<file path="config.mk">
export PLATFORM = sky130hd
export DESIGN_NAME = lte_grid_mem
export DESIGN_NICKNAME = d
export VERILOG_FILES = /design/src/hw/rtl/lte_pkg.sv /design/src/hw/rtl/lte_grid_mem.sv
export SDC_FILE = /design/constraint.sdc
export NUM_CORES = 2
export LEC_CHECK = 0
export BUFFER_PORTS_ARGS = -buffer_cell sky130_fd_sc_hd__buf_2
export CORE_ASPECT_RATIO = 0.8
export CORE_MARGIN = 8
export CORE_UTILIZATION = 55
export DETAILED_ROUTE_END_ITERATION = 16
export PLACE_DENSITY = 0.8
export SLEW_MARGIN = 0
export SYNTH_ARGS = -nofsm -noshare
export SYNTH_HDL_FRONTEND = slang
export SYNTH_SLANG_ARGS = --single-unit
</file>
<file path="constraint.sdc">
create_clock -name clk -period 8.9 [get_ports clk]
set_input_delay 2.225 -clock clk [delete_from_list [all_inputs] [get_ports clk]]
set_output_delay 2.225 -clock clk [all_outputs]
set_load 0.01 [all_outputs]
</file>
<file path="src/hw/rtl/lte_pkg.sv">
// shared types, grid geometry and operation codes for the life engine
package lte_pkg;

  localparam int GRID_WIDTH  = 80;
  localparam int GRID_HEIGHT = 24;

  localparam int X_W    = $clog2(GRID_WIDTH);
  localparam int ROW_W  = $clog2(GRID_HEIGHT);
  localparam int ADDR_W = $clog2(2 * GRID_HEIGHT);
  localparam int STEP_W = $clog2(GRID_HEIGHT + 3);

  // neighbor counts of the b3/s23 rule
  localparam logic [3:0] BIRTH_COUNT   = 4'd3;
  localparam logic [3:0] SURVIVE_COUNT = 4'd2;

  localparam logic [1:0] MODE_CLEAR   = 2'd0;
  localparam logic [1:0] MODE_WRITE   = 2'd1;
  localparam logic [1:0] MODE_ADVANCE = 2'd2;
  localparam logic [1:0] MODE_READ    = 2'd3;

  typedef logic [GRID_WIDTH-1:0] row_t;

  typedef struct packed {
    logic [1:0] mode;
    logic [6:0] cell_x;
    logic [4:0] cell_y;
    logic       cell_value;
  } lte_in_t;

  typedef struct packed {
    logic        cell_alive;
    logic [3:0]  neighbour_count;
    logic [31:0] generation;
  } lte_out_t;

  typedef struct packed {
    logic             en;
    logic             bank;
    logic [ROW_W-1:0] row;
  } lte_rd_req_t;

  typedef struct packed {
    logic             en;
    logic             bank;
    logic [ROW_W-1:0] row;
    row_t             data;
  } lte_wr_req_t;

  function automatic logic [ADDR_W-1:0] bank_addr(input logic bank,
                                                  input logic [ROW_W-1:0] row);
    logic [ADDR_W-1:0] base;
    base = bank ? ADDR_W'(GRID_HEIGHT) : '0;
    return base + ADDR_W'(row);
  endfunction

endpackage

</file>
<file path="src/hw/rtl/lte_grid_mem.sv">
// row-wide grid memory holding both ping-pong buffers, with per-row valid bits
module lte_grid_mem (
  input  logic               clk,
  input  logic               rst,
  input  logic               clear,
  input  lte_pkg::lte_rd_req_t rd,
  input  lte_pkg::lte_wr_req_t wr,
  output lte_pkg::row_t      rd_data
);
  import lte_pkg::*;

  row_t              mem [0:2*GRID_HEIGHT-1];
  logic [2*GRID_HEIGHT-1:0] row_ok;
  row_t              q;
  logic              q_ok;
  logic [ADDR_W-1:0] raddr;
  logic [ADDR_W-1:0] waddr;

  assign raddr = bank_addr(rd.bank, rd.row);
  assign waddr = bank_addr(wr.bank, wr.row);

  always_ff @(posedge clk) begin
    if (wr.en) begin
      mem[waddr] <= wr.data;
    end
    if (rd.en) begin
      q <= mem[raddr];
    end
  end

  // a row never written since reset or clear reads as all dead
  always_ff @(posedge clk) begin
    if (rst || clear) begin
      row_ok <= '0;
    end else if (wr.en) begin
      row_ok[waddr] <= 1'b1;
    end
  end

  always_ff @(posedge clk) begin
    if (rst) begin
      q_ok <= 1'b0;
    end else if (rd.en) begin
      q_ok <= row_ok[raddr];
    end
  end

  assign rd_data = q_ok ? q : '0;

endmodule

</file>
# Word-level counts from Yosys, hierarchy flattened

Memory sizes are Yosys's and may differ from the RTL's. A register that Yosys moved wholly into a read port is not among the register bits.
Index checks and enable logic that the tools add are counted.

Memory bits (writable): 3,840
Register bits after elaboration: 49
Input port bits: 97
Logic and storage cells: 20
Bits in read-only memories: 0
Memories: 1
Output and inout bits: 80
Bits in latches: 0

Multipliers: 0
$lt $le $gt $ge: 3
Shift operators: 0
Bitwise gates (word level): 1
Eq/ne operators: 0
Reduce and logical (&&, ||, !) cells: 2
Add/subtract/negate cells: 2
Divide/modulo/power cells: 0
Multiplexer cells: 9

Memory list:

| memory | depth | bits a word | rd ports | clocked after memory_dff | write ports | RTL line           | source |
|---|---|---|---|---|---|---|---|
| mem    | 48    | 80          | 1        | 1                        | 1           | lte_grid_mem.sv:12 | `row_t mem [0:2*GRID_HEIGHT-1];` |

Operator list:

| operator                                                                     | count |
|---|---|
| 80-bit 2-to-1 mux                                                            | 1 |
| 48-bit OR                                                                    | 1 |
| 6-bit by 7-bit less-than comparator with 1-bit output, second input constant | 2 |
| 5-bit by 5-bit adder with 6-bit output                                       | 2 |
| 5-bit 2-to-1 mux                                                             | 2 |
| 1-bit binary-select mux with 6-bit select                                    | 1 |
| 1-bit demux with 6-bit select                                                | 1 |
| 6-bit by 1-bit >= comparator with 1-bit output, second input constant        | 1 |
| 1-bit 2-to-1 mux                                                             | 4 |
| 1-bit logical AND                                                            | 1 |
| 1-bit logical OR                                                             | 1 |

# Logic depth before layout (Yosys ltp)

Depth in word-level cells: 7
Gate-level depth with buffers: 10

# Worst setup path after synthesis

No wires, ideal clock.

Path kind: in2reg
From: in wr[83] in the netlist's numbering
To: mem mem[19][0] in the netlist's numbering (enable)
Required time: 8,379 ps
Buffers on the path: 1
Data arrival time: 6,840 ps
Cell stages on the path: 6
Slack: 1,539 ps
Path through: ha_1 fa_1 nand2_1 or3_1 clkbuf_1 nor2_1

Word-level cells in the longest chain between the ends: 1

RTL lines:

| what                                   | RTL line           | source |
|---|---|---|
| start, declared                        | lte_grid_mem.sv:7  | `input lte_pkg::lte_wr_req_t wr,` |
| 5-bit by 5-bit adder with 6-bit output | lte_pkg.sv:53      | `return base + ADDR_W'(row);` |
| end, declared                          | lte_grid_mem.sv:12 |  |

Every way passes these cells.

# Worst setup path after layout

From: in wr[85] in the netlist's numbering
To: mem mem[40][75] in the netlist's numbering (enable)

Word-level cells in the longest chain between the ends: 2

RTL lines:

| what                                   | RTL line      | source |
|---|---|---|
| 5-bit 2-to-1 mux                       | lte_pkg.sv:52 | `base = bank ? ADDR_W'(GRID_HEIGHT) : '0;` |
| 5-bit by 5-bit adder with 6-bit output | lte_pkg.sv:53 |  |

Every way passes these cells.

==> flow_summary_export.csv <==
group,metric,value,unit
cts,cts.repair.resized,0,
sta,finalHoldViolations,0,
cts,cts_root_buf,"clkbuf_16",
synthesis,yosysWarnings,0,
cts,cts.sinks,3969,
setup_path,cp.arrival,5.91,ns
cells_and_area,syn_to_final_growth,11.3,%
power_and_ir_drop,switching_share,21.8,%
setup_path,path_class,"in -> reg",
synthesis,synthCells,6387,
route,via_per_inst,7.14,
global_routing,antenna_found_initial,32,
sta,rsz0062_at_grt,"false",
setup_path,startpoint_type,"input port",
route,routedWlPerCell,39.9,um
power_and_ir_drop,power.leakage,51.9,nW
setup_path,slowest_stage,"buf_4",
sta,setup_tns,0,ns
synthesis,seq_area_frac_synth,79.0,%
sta,layout_setup_ws,3.47,ns
min_path,hp-class,"reg -> reg",
route,drc,0,
cts,post-cts-setup-buffers,0,
route,dr_total_vias,75995,
power_and_ir_drop,p_int,29.8,mW
cts,htreeDepth,5,
floorplan,dieArea,290000,um^2
power_and_ir_drop,powerDensity,228,nW/um^2
cts,clockBufferDepth,4,
place,port_buffers,176,
setup_path,cp_cell_sequence,"buf_2 > ha_1 > fa_1 > nand4b_1 > nor2_4 > buf_4 > buf_4",
job,maxCapViolCount,0,
setup_path,crit_required,9.37,ns
synthesis,synth_cell_types,37,
route,drtAntennaViolNets,0,
floorplan,io_pins,177,
cts,worst_skew_pair.late_latency,0.90,ns
floorplan,die_w,600,um
floorplan,die_y,483,um
power_and_ir_drop,power_frac_seq,54.9,%
route,dr.pass1.iters,6,
setup_path,worstSetupEndpointType,"flop",
global_routing,grt.total_usage,28.8,%
power_and_ir_drop,clkPwrFrac,39.3,%
synthesis,post-synth-top-area-fraction,78.4,%
sta,min_period_over_period,61.1,%
power_and_ir_drop,p_comb_share,5.8,%
floorplan,rows,171,
cts,cts_tree,"done",
synthesis,ys.flop_type,"edfxtp_1",
synthesis,synth_edf_count,3920,
min_path,min_from,"row_ok[18]",
synthesis,syn_area_per_cell,23.5,um^2
cts,cts_hold_buf,0,
sta,tightestPinTransition,1.41,ns
sta,fin_skew,0.0435,ns
setup_path,ff2ff_setup_slack,6.51,ns
sta,drv_slew,0,
synthesis,synth.largest_area_cell,"edfxtp_1",
global_routing,grt-ovfl-total,0,
setup_path,crit_path_frequent_cell,"buf_4",
setup_path,crit_buf_inv,3,
min_path,hold_path_depth,1,
power_and_ir_drop,peakVddDrop,0.187,mV
synthesis,ys_top_cells_by_area,"edfxtp_1 (78%), mux4_2 (15%), a22oi_1 (1.0%)",
setup_path,r2r_start,"mem[47][7]",
place,dp_hpwl,202,mm
synthesis,synth_seq_cells,3969,
setup_path,path_max_fanout,47,
cts,cts_buffers,349,
sta,period_needed,5.43,ns
global_routing,grt_pass1_vias,77627,
setup_path,worst-r2r-cell-count,4,
status,outcome,"finished, final reports clean",
synthesis,synthesis.nets,6489,
route,drt-initial-drc-count,13702,
route,drt_wl_total,424,mm
global_routing,grt_start_max_net_pins,127,
setup_path,reg2reg_to,"q[7]",
floorplan,fp.coreArea,272000,um^2
cells_and_area,nets,6817,
cells_and_area,drive_gt1_share,28.2,%
setup_path,slowest_delay,0.87,ns
power_and_ir_drop,p_sw,8.31,mW
sta,finalSetupViolCount,0,
synthesis,async_flop_share,0,%
sta,fmax,0.184,GHz
place,gp_congestion,0.792,
cts,cts.clk_slew.worst_paths,0.06,ns
global_routing,grt_first_pass_wirelength,591,mm
min_path,worstHoldEndpoint,"row_ok[18]",
floorplan,initial_core_util,55.3,%
setup_path,critPathTopFamily,"buffers and inverters",
place,pre_cts_ws,2.72,ns
synthesis,syn_area,150000,um^2
sta,relSlewSlack,5.47,%
## worst reg2reg max path: stages, from the launching register on
cell	delay [ns]
edfxtp_1	0.37
mux4_2	0.61
mux4_2	0.60
nor2_1	0.45
a21oi_1	0.09
## synth_stat cells (all sizes together) (4+ instances only)
cell type / instances
edfxtp: 3920
mux4: 1012
a22oi: 210
a21oi: 204
buf: 191
nor2: 176
clkbuf: 175
mux2i: 117
and2: 82
dfxtp: 49
o21a: 48
o21ai: 40
mux2: 38
o221a: 37
o221ai: 37
inv: 7
nand2: 7
nand3b: 6
nand3: 4
nor2b: 4
or3b: 4
## power groups by stage
| stage | logic (mW) | registers [mW] | clock network [mW] |
|---|---|---|---|
| after floorplan | 1.21 | 21.2 | 0 |
| after CTS | 2.18 | 20.9 | 15.0 |
| after detailed placement | 2.11 | 21.3 | 0 |
| final | 2.21 | 20.9 | 15.0 |
| after global routing | 2.27 | 20.9 | 15.7 |
| after global placement | 2.05 | 21.3 | 0 |
## logic make-up after synthesis
| kind of cell | after synthesis | synth area share, % |
|---|---|---|
| flops | 3969 | 79.0 |
| mux | 1167 | 16.2 |
| compound gates | 580 | 2.62 |
| buf+inv | 374 | 1.14 |
| simple gates | 292 | 0.922 |
| fa+ha+maj | 5 | 0.0517 |
## sequential cells by signal, indices dropped and copies added, names as in the netlist
register  flops
q_ok          1
mem        3840
row_ok       48
q            80
## layout by cell type, fill, tap and decap left out, drive strengths merged, types with 18 or more instances in the layout
master     n
dfxtp     49
mux2      38
diode     22
and2      82
clkbuf   437
clkinv   139
o21a      48
bufinv    28
nor2     176
buf      343
mux4    1012
mux2i    117
o221a     37
inv       18
o21ai     40
a21oi    204
a22oi    210
edfxtp  3920
o221ai    37
## layer usage
layer | routed length, um | share of wire (%) | global-route usage (%) | up-vias
met5 | 89 | 0.021 | 0 | -
met4 | 25900 | 6.1 | 15.2 | 14
met3 | 62000 | 15 | 7.40 | 1430
met2 | 199000 | 47 | 44.5 | 7499
met1 | 137000 | 32 | 38.2 | 39039
li1 | - | - | - | 28013
## worst max path at each step
stage,cells past startpoint,start,end,slack [ns]
after global routing,6,wr[85],mem[36][73],3.47
final,7,wr[85],mem[40][75],3.47
after floorplan,6,wr[83],mem[19][0],1.54
after CTS,6,wr[85],mem[36][76],3.55
after detailed placement,7,wr[85],mem[40][52],2.72
after global placement,7,wr[85],mem[40][59],2.79
## cell type report
class	count	area, um^2
Antenna cell	22	55.1
Multi-Input combinational cell	2044	30200
Timing Repair Buffer	343	2650
Fill cell	16974	104000
Clock buffer	437	9270
Clock inverter	184	1640
Inverter	8	33.8
Tap cell	3633	4550
Sequential cell	3969	119000
## metrics by stage
step | cells | util (%) | hold WS, ns | total power [mW] | instance area [um^2]
4_1_cts | 10618 | 61.5 | 0.467 | 38.1 | 167000
3_3_place_gp | 9997 | 57.5 | 0.441 | 23.3 | 156000
5_1_grt | 10624 | 61.5 | 0.481 | 38.8 | 167000
2_1_floorplan | 6387 | - | 0.435 | 22.4 | 150000
6_report | 10640 | 61.6 | 0.468 | 38.1 | 167000
3_5_place_dp | 9997 | 57.5 | 0.449 | 23.4 | 156000
Note: power is estimated with default switching activity, not from simulation.
