--- config.mk ---
export PLATFORM = sky130hd
export DESIGN_NAME = lte_row_rule
export DESIGN_NICKNAME = d
export VERILOG_FILES = /design/src/hw/rtl/lte_pkg.sv /design/src/hw/rtl/lte_row_rule.sv
export SDC_FILE = /design/constraint.sdc
export NUM_CORES = 1
export LEC_CHECK = 0
export ABC_AREA = 1
export BUFFER_PORTS_ARGS = -buffer_cell sky130_fd_sc_hd__buf_4
export CAP_MARGIN = 20
export CORE_ASPECT_RATIO = 0.75
export CORE_UTILIZATION = 38
export DETAILED_ROUTE_END_ITERATION = 8
export PLACE_DENSITY = 0.6
export SLEW_MARGIN = 20
export SYNTH_ARGS = -nofsm -noshare
export SYNTH_HDL_FRONTEND = slang
export SYNTH_SLANG_ARGS = --single-unit
--- constraint.sdc ---
create_clock -name vclk -period 5.5
set_input_delay 0.275 -clock vclk [all_inputs]
set_output_delay 0.275 -clock vclk [all_outputs]
set_load 0.02 [all_outputs]
--- src/hw/rtl/lte_pkg.sv ---
// shared types, grid geometry and operation codes for the life engine
package lte_pkg;

  localparam int GRID_WIDTH  = 80;
  localparam int GRID_HEIGHT = 24;

  localparam int X_W    = $clog2(GRID_WIDTH);
  localparam int ROW_W  = $clog2(GRID_HEIGHT);
  localparam int ADDR_W = $clog2(2 * GRID_HEIGHT);
  localparam int STEP_W = $clog2(GRID_HEIGHT + 3);

  // neighbor counts of the b3/s23 rule
  localparam logic [3:0] BIRTH_COUNT   = 4'd3;
  localparam logic [3:0] SURVIVE_COUNT = 4'd2;

  localparam logic [1:0] MODE_CLEAR   = 2'd0;
  localparam logic [1:0] MODE_WRITE   = 2'd1;
  localparam logic [1:0] MODE_ADVANCE = 2'd2;
  localparam logic [1:0] MODE_READ    = 2'd3;

  typedef logic [GRID_WIDTH-1:0] row_t;

  typedef struct packed {
    logic [1:0] mode;
    logic [6:0] cell_x;
    logic [4:0] cell_y;
    logic       cell_value;
  } lte_in_t;

  typedef struct packed {
    logic        cell_alive;
    logic [3:0]  neighbour_count;
    logic [31:0] generation;
  } lte_out_t;

  typedef struct packed {
    logic             en;
    logic             bank;
    logic [ROW_W-1:0] row;
  } lte_rd_req_t;

  typedef struct packed {
    logic             en;
    logic             bank;
    logic [ROW_W-1:0] row;
    row_t             data;
  } lte_wr_req_t;

  function automatic logic [ADDR_W-1:0] bank_addr(input logic bank,
                                                  input logic [ROW_W-1:0] row);
    logic [ADDR_W-1:0] base;
    base = bank ? ADDR_W'(GRID_HEIGHT) : '0;
    return base + ADDR_W'(row);
  endfunction

endpackage

--- src/hw/rtl/lte_row_rule.sv ---
// b3/s23 next-row computation and single-cell neighbor lookup over a three-row window
module lte_row_rule (
  input  lte_pkg::row_t            above,
  input  lte_pkg::row_t            center,
  input  lte_pkg::row_t            below,
  input  logic [lte_pkg::X_W-1:0]  x,
  output lte_pkg::row_t            next_row,
  output logic                     alive,
  output logic [3:0]               count
);
  import lte_pkg::*;

  for (genvar i = 0; i < GRID_WIDTH; i++) begin : g_cell
    localparam int L = (i + GRID_WIDTH - 1) % GRID_WIDTH;
    localparam int R = (i + 1) % GRID_WIDTH;
    logic [3:0] n;
    assign n = 4'(above[L]) + 4'(above[i]) + 4'(above[R])
             + 4'(center[L]) + 4'(center[R])
             + 4'(below[L]) + 4'(below[i]) + 4'(below[R]);
    assign next_row[i] = (n == BIRTH_COUNT) || (center[i] && (n == SURVIVE_COUNT));
  end

  logic [X_W-1:0] xl;
  logic [X_W-1:0] xr;

  // wrap at the left and right edges
  assign xl = (x == '0) ? X_W'(GRID_WIDTH - 1) : x - X_W'(1);
  assign xr = (x == X_W'(GRID_WIDTH - 1)) ? '0 : x + X_W'(1);

  assign alive = center[x];
  assign count = 4'(above[xl]) + 4'(above[x]) + 4'(above[xr])
               + 4'(center[xl]) + 4'(center[xr])
               + 4'(below[xl]) + 4'(below[x]) + 4'(below[xr]);

endmodule

* After elaboration in Yosys (flattened, before gate mapping)
Index checks and enable logic that the tools add are counted.
** Word-level totals
- Bits in registers :: 0
- Input port bits :: 247
- Word-level logic and storage cells :: 914
** Operators by class
- $add $sub $neg :: 569
- Order comparisons :: 3
- Equal/unequal tests :: 161
- Mux-type cells :: 20
- Reductions and logical operators :: 161
** Operators by type and width (number)
- 4-bit by 1-bit adder with 4-bit output :: 324
- 4-bit by 2-bit == test with 1-bit output, second input constant :: 160
- 3-bit by 1-bit adder with 4-bit output :: 81
- 2-bit by 1-bit adder with 3-bit output :: 81
- 1-bit by 1-bit adder with 2-bit output :: 81
- 1-bit logical AND :: 80
- 1-bit logical OR :: 80
- 1-bit binary-select mux with 7-bit select :: 9
- 7-bit by 8-bit < comparator with 1-bit output, second input constant :: 3
- 7-bit two-way mux :: 2
- 1-bit two-way mux :: 9
- 7-bit by 1-bit adder with 7-bit output, second input constant :: 1
- 7-bit == test, second input constant :: 1
- 7-bit logical NOT :: 1
- 7-bit by 1-bit subtractor with 7-bit output, second input constant :: 1

* Logic depth before layout (Yosys ltp)
Gate-level depths: netlist of the first run.
- Depth after elaboration :: 11
- Gate-level depth with buffers :: 27
- Depth with buffers taken out :: 22

* Worst setup path before layout of the first run
Ideal clock, no wire load.
- Path type :: input -> output
- Start :: input x[0] (netlist bit)
- End :: output count[2]
- Arrival time :: 5.039 ns
- Data required time :: 5.225 ns
- Slack :: 0.186 ns
- Stages on the path :: 27
- Buffers on the path :: 7
- Cells stage by stage :: buf_2 inv_2 buf_2 buf_2 buf_2 ha_1 clkbuf_1 inv_1 clkbuf_1 clkbuf_1 nand3_1 nand3_1 nand3_1 nand3_1 nand2_1 nand2_1 nand3_1 nand2_1 fa_1 fa_1 inv_1 fa_1 inv_1 ha_1 inv_1 fa_1 xnor2_1
** On the way
- Word-level cells in the longest chain between the ends :: 11
- Elaborated cells on any way between the ends :: 29
** Ends and longest elaborated chain
- from (decl) :: RTL line lte_row_rule.sv:6 : input logic [lte_pkg::X_W-1:0] x,
- 7-bit by 1-bit subtractor with 7-bit output or 7-bit logical NOT (tied branches) :: RTL line lte_row_rule.sv:27 : assign xl = (x == '0) ? X_W'(GRID_WIDTH - 1) : x - X_W'(1);
- 7-bit two-way mux :: RTL line lte_row_rule.sv:27
- 1-bit binary-select mux with 7-bit select :: RTL line lte_row_rule.sv:31 : assign count = 4'(above[xl]) + 4'(above[x]) + 4'(above[xr])
- 1-bit two-way mux (not written as such) :: RTL line lte_row_rule.sv:31
- 1-bit by 1-bit adder with 2-bit output :: RTL line lte_row_rule.sv:31
- 2-bit by 1-bit adder with 3-bit output :: RTL line lte_row_rule.sv:31
- 3-bit by 1-bit adder with 4-bit output :: RTL line lte_row_rule.sv:32 : + 4'(center[xl]) + 4'(center[xr])
- 4-bit by 1-bit adder with 4-bit output :: RTL line lte_row_rule.sv:32
- 4-bit by 1-bit adder with 4-bit output (2 in series) :: RTL line lte_row_rule.sv:33 : + 4'(below[xl]) + 4'(below[x]) + 4'(below[xr]);
- 4-bit by 1-bit adder with 4-bit output * :: RTL line lte_row_rule.sv:33
- to (decl) :: RTL line lte_row_rule.sv:9 : output logic [3:0] count
Every way passes the cells marked *; elsewhere a longest branch is shown, timed or not. The select of a mux whose other input is x is not followed.

* Worst setup path after layout of the first run
Ends and elaborated chain as after synthesis.

==> impl_metrics.tcl, run 1 <==
set metrics [dict create \
    timing.final.crit_share_pct 95.3 \
    vias 21900 \
    nNetsFinal 3944 \
    cp-end-kind "output pin" \
    num_io_pins 332 \
    mostFrequentLayoutCells "509 x inv_1, 490 x nand2_1, 483 x nand3_1, 380 x buf_4, 324 x fa_1" \
    dp_slack_ns 0.234 \
    first_pass_iters 8 \
    p_switching_mw 2.59 \
    synth.top_cell.area_share_pct 31.5 \
    path_max_fanout 51 \
    row_count 73 \
    hold_buffers 0 \
    grtUsageTotal_pct 28.2 \
    layout_setup_ws_ns 0.261 \
    first_global_vias 22100 \
    swShare_pct 57.8 \
    hold_path_depth 3 \
    setup_viol 0 \
    seq_power_share_pct 0 \
    drv_slew 0 \
    min_period_ns 5.24 \
    status "finished clean" \
    drt_wl_total_um 78600 \
    synth_nets 3694 \
    fp.dieH_um 204 \
    max_freq_ghz 0.191 \
    antenna_found_initial 2 \
    crit_type "in2out" \
    drt_iter0_markers 2239 \
    synth_cells 2878 \
    cts_resized 0 \
    seq_cells 0 \
    final-hold-violation-count 0 \
    min_path_type "in2out" \
    synth_top_area_cell "fa_1" \
    p_clk_share_pct 0 \
    num-clock-buffers 0 \
    grt_first_pass_wirelength_um 124000 \
    ff_latch_area_um2 0 \
    grt_max_degree 171 \
    core_um2 53200 \
    start_util_pct 38.6 \
    synth_seq_area_share_pct 0 \
    synth.avg_cell_area_um2 7.15 \
    start_kind "primary input" \
    required_ns 5.22 \
    ys_top_cells_by_area "fa_1 32%, ha_1 15%, nand3_1 12%, inv_1 9.3%, nand2_1 8.9%" \
    postLayoutCellArea_um2 23900 \
    die_area_um2 55100 \
    p_int_mw 1.89 \
    p_comb_share_pct 100.0 \
    drc_errors 0 \
    drtAntennaViolNets 0 \
    hold_start "center[69]" \
    ir_worst_vdd_mv 0.123 \
    routed_via_density 5.70 \
    synth_warnings 0 \
    gp_congestion 0.909 \
    placed_area_um2 23900 \
    synth_cell_type_count 42 \
    leakagePower_nw 12.5 \
    drive_gt1_share_pct 14.8 \
    avgRoutedWirePerCell_um 20.5 \
    drv_cap 0 \
    power.density_cell_area_nw_per_um2 188 \
    tightest_slew_ns 0.997 \
    slew_headroom_pct 33.5 \
    fill_cells 5461 \
    final_common_cell "inv_1" \
    crit_arrival_ns 4.96 \
    gr-total-overflow 0 \
    fp.dieW_um 271 \
    syn_area_um2 20600 \
    dp_hpwl_um 63600 \
    io_buffers 332 \
    worstHoldEndpoint "next_row[69]" \
    post_cts.repair.setup_buffers 0 \
    area_delta_synth_final_pct 16.2 \
]
## worst max-delay path by stage
stage	from	end	slack, ns	depth (start not counted)
final	x[0]	count[2]	0.26	24
after global routing	x[0]	count[2]	-0.001	24
after CTS	x[0]	count[2]	0.23	24
after detailed placement	x[0]	count[2]	0.23	24
after global placement	x[0]	count[1]	0.27	25
after floorplan	x[0]	count[2]	0.19	27
## cell usage after synthesis (4+ instances only)
cell and n:
o221a_2 42, buf_1 9, nand2_1 490, inv_2 4
or2_2 5, nand3_1 484, fa_1 324, o311ai_0 4
clkbuf_1 70, a211oi_1 42, ha_1 245, xor2_1 4
buf_4 11, a21oi_1 170, nor2_1 102, o211a_1 39
inv_1 510, buf_2 42, buf_6 13, a22oi_1 6
o211ai_1 40, o21ai_1 5, o21ai_0 181
## worst max-delay path, stage by stage
cell and delay, ns:
buf_4 0.17, ha_1 0.28, nand3_2 0.19, o21ai_4 0.27
buf_12 0.26, nand2_1 0.09, nand3_1 0.09, nand3_1 0.08
nand3_1 0.10, nand3_1 0.11, nand2_1 0.15, nand2_1 0.07
nand3_1 0.07, nand2_1 0.08, fa_1 0.51, fa_1 0.61
inv_1 0.08, fa_1 0.47, inv_1 0.06, ha_1 0.16
inv_1 0.05, fa_1 0.37, xnor2_1 0.16, buf_4 0.16
## kinds of logic (layout without fill, tap and decap cells)
logic type	after synthesis	count (layout)	share of synthesized area, %
xor+xnor	6	6	0.347
buf+inv	660	908	13.0
other cells	0	1	0
fa+ha+maj	569	569	46.4
simple gates	1095	1095	23.2
compound gates	548	548	17.0
## final cells by class
cell class | count | area [µm²] | area share [%]
multi-input cells | 2218 | 17900 | 75.1
repair buffers | 393 | 3130 | 13.1
inverters | 515 | 1940 | 8.11
well taps | 712 | 891 | 3.73
diodes | 1 | 2.50 | 0.0105
## metal layers
layer,vias up,GRT usage (%),wire [µm]
met1,10600,40.5,34400
met2,1071,46.6,36200
met5,-,0,7
met4,2,5.79,1810
met3,136,1.90,6160
li1,10000,-,-
## power groups by stage
stage | clock network, mW | registers, mW | logic (mW)
2_1_floorplan | 0 | 0 | 2.91
3_3_place_gp | 0 | 0 | 4.25
3_5_place_dp | 0 | 0 | 4.45
4_1_cts | 0 | 0 | 4.49
5_1_grt | 0.0000000245 | 0 | 5.05
6_report | 0.0000000245 | 0 | 4.48
## stage by stage
stage	setup TNS [ns]	std cells	util (%)	total power, mW	hold slack, ns
after global placement	0	3837	44.8	4.25	0.934
final	0	3839	44.9	4.48	0.933
after floorplan	0	2878	-	2.91	0.764
after CTS	0	3837	44.8	4.49	0.938
after global routing	-0.00131	3839	44.9	5.05	0.954
after detailed placement	0	3837	44.8	4.45	0.938
No activity file was read; power rests on OpenSTA's default activity.
==> run 2, diff against run 1 <==
--- a/config.mk
+++ b/config.mk
@@ -11,7 +11,7 @@
 export CORE_ASPECT_RATIO = 0.75
 export CORE_UTILIZATION = 38
 export DETAILED_ROUTE_END_ITERATION = 8
-export PLACE_DENSITY = 0.6
+export PLACE_DENSITY_LB_ADDON = 0.15
 export SLEW_MARGIN = 20
 export SYNTH_ARGS = -nofsm -noshare
 export SYNTH_HDL_FRONTEND = slang
==> run 2 against run 1 <==
Effect of this change:
- critical path depth unchanged
- highest routed layer unchanged
- wire length increased by 0.31%
- non-clock buffer count decreased by 2
==> impl_metrics.tcl, run 2 (synthesized netlist as in run 1, its figures left out) <==
set metrics [dict create \
    path_max_fanout 47 \
    crit_arrival_ns 4.87 \
    core_um2 53200 \
    grt_first_pass_wirelength_um 123000 \
    startpoint "x[0]" \
    crit_type "in2out" \
    hold_buffers 0 \
    tns_ns 0 \
    grtUsageTotal_pct 28.2 \
    cp_slowest_stage_delay_ns 0.55 \
    grt_max_degree 99 \
    fp.dieH_um 204 \
    fp.dieW_um 271 \
    gp_congestion 0.979 \
    hold_path_depth 3 \
    start_kind "primary input" \
    vias 21700 \
    instances_no_fill 3837 \
    min_path_type "in2out" \
    postLayoutCellArea_um2 23900 \
    drv_slew 0 \
    slowest_stage "fa_1" \
    seq_cells 0 \
    rsz0062_at_grt "false" \
    tightest_slew_ns 1.03 \
    num_io_pins 332 \
    gr-total-overflow 0 \
    row_count 73 \
    crit_chain "buf_4, ha_1, nand3_2, nor2_1, nor2_4, buf_12, nand2_1, nand3_1, nand3_1, nand3_1, nand3_1, nand3_1, nand3_1, nand2_1, fa_1, fa_1, inv_1, fa_1, inv_1, ha_1, inv_1, fa_1, inv_1, buf_4" \
    timing.final.crit_share_pct 93.6 \
    die_area_um2 55100 \
    mostFrequentLayoutCells "509 x inv_1, 490 x nand2_1, 483 x nand3_1, 373 x buf_4, 324 x fa_1" \
    placedCellCount 3833 \
    num-clock-buffers 0 \
    cp_num_buf_inv 7 \
    final-hold-violation-count 0 \
    power.density_cell_area_nw_per_um2 186 \
    setup_viol 0 \
    io_buffers 332 \
    routed_via_density 5.65 \
    leakagePower_nw 12.5 \
    drc_errors 0 \
    drtAntennaViolNets 0 \
    start_util_pct 38.6 \
    required_ns 5.22 \
    crit_family "adder cells" \
    antenna_found_initial 3 \
    ir_worst_vdd_mv 0.126 \
    placed_area_um2 23900 \
    drv_cap 0 \
    slew_headroom_pct 31.1 \
    drive_gt1_share_pct 14.7 \
    crit_top_cell "nand3_1" \
    area_delta_synth_final_pct 16.4 \
    worstHoldEndpoint "next_row[69]" \
    cp-end-kind "output pin" \
    first_pass_iters 6 \
    min_period_ns 5.15 \
    ff_latch_area_um2 0 \
    nNetsFinal 3942 \
    status "finished clean" \
    drt_wl_total_um 78800 \
    drt_iter0_markers 2065 \
    avgRoutedWirePerCell_um 20.5 \
    final_common_cell "inv_1" \
    dp_hpwl_um 64100 \
    hold_start "center[69]" \
    first_global_vias 21600 \
    max_freq_ghz 0.194 \
]
## run 2: changes by cell type in the layout (fill, tap and decap cells not counted), sizes merged
cell	before	now
clkbuf	1	2
buf	392	389
## run 2: worst max-delay path by stage
stage | to | slack, ns | cells past startpoint
2_1_floorplan | count[2] | 0.19 | 27
3_3_place_gp | count[2] | 0.36 | 24
3_5_place_dp | count[1] | 0.26 | 24
4_1_cts | count[1] | 0.25 | 24
5_1_grt | count[2] | 0.06 | 24
6_report | count[1] | 0.35 | 24
## run 2: what timing repair did
| item | 4_1_cts | 5_1_grt |
|---|---|---|
| endpoints found under the setup margin | 0 | 2 |
| gates resized for setup | 0 | 2 |
| buffers inserted | 0 | 1 |
## run 2: area by class of cell
type,instances,area [µm²]
Multi-Input combinational cell,2218,17900
Tap cell,712,891
Timing Repair Buffer,391,3160
Inverter,515,1940
Antenna cell,1,2.50
Fill cell,5424,29300
## run 2: metal layers
metal | track usage (%) | part of all wire [%]
met5 | 0 | 0.030
met4 | 6.54 | 2.2
met3 | 2.39 | 7.8
met2 | 45.8 | 46
met1 | 40.5 | 44
## run 2: metrics by stage
stage	util [%]	power, mW	setup slack [ns]	hold WS [ns]
finish	45.0	4.46	0.353	0.932
global route	45.0	5.04	0.0560	0.945
CTS	44.8	4.48	0.253	0.942
detailed placement	44.8	4.44	0.259	0.941
global placement	44.8	4.25	0.355	0.950
floorplan	-	2.91	0.186	0.764
## run 2: where the power goes
group	leakage (nW)	switching, mW	internal, mW
clock	0.00000634	0	0.0000000243
combinational	12.5	2.57	1.89
sequential	0	0	0
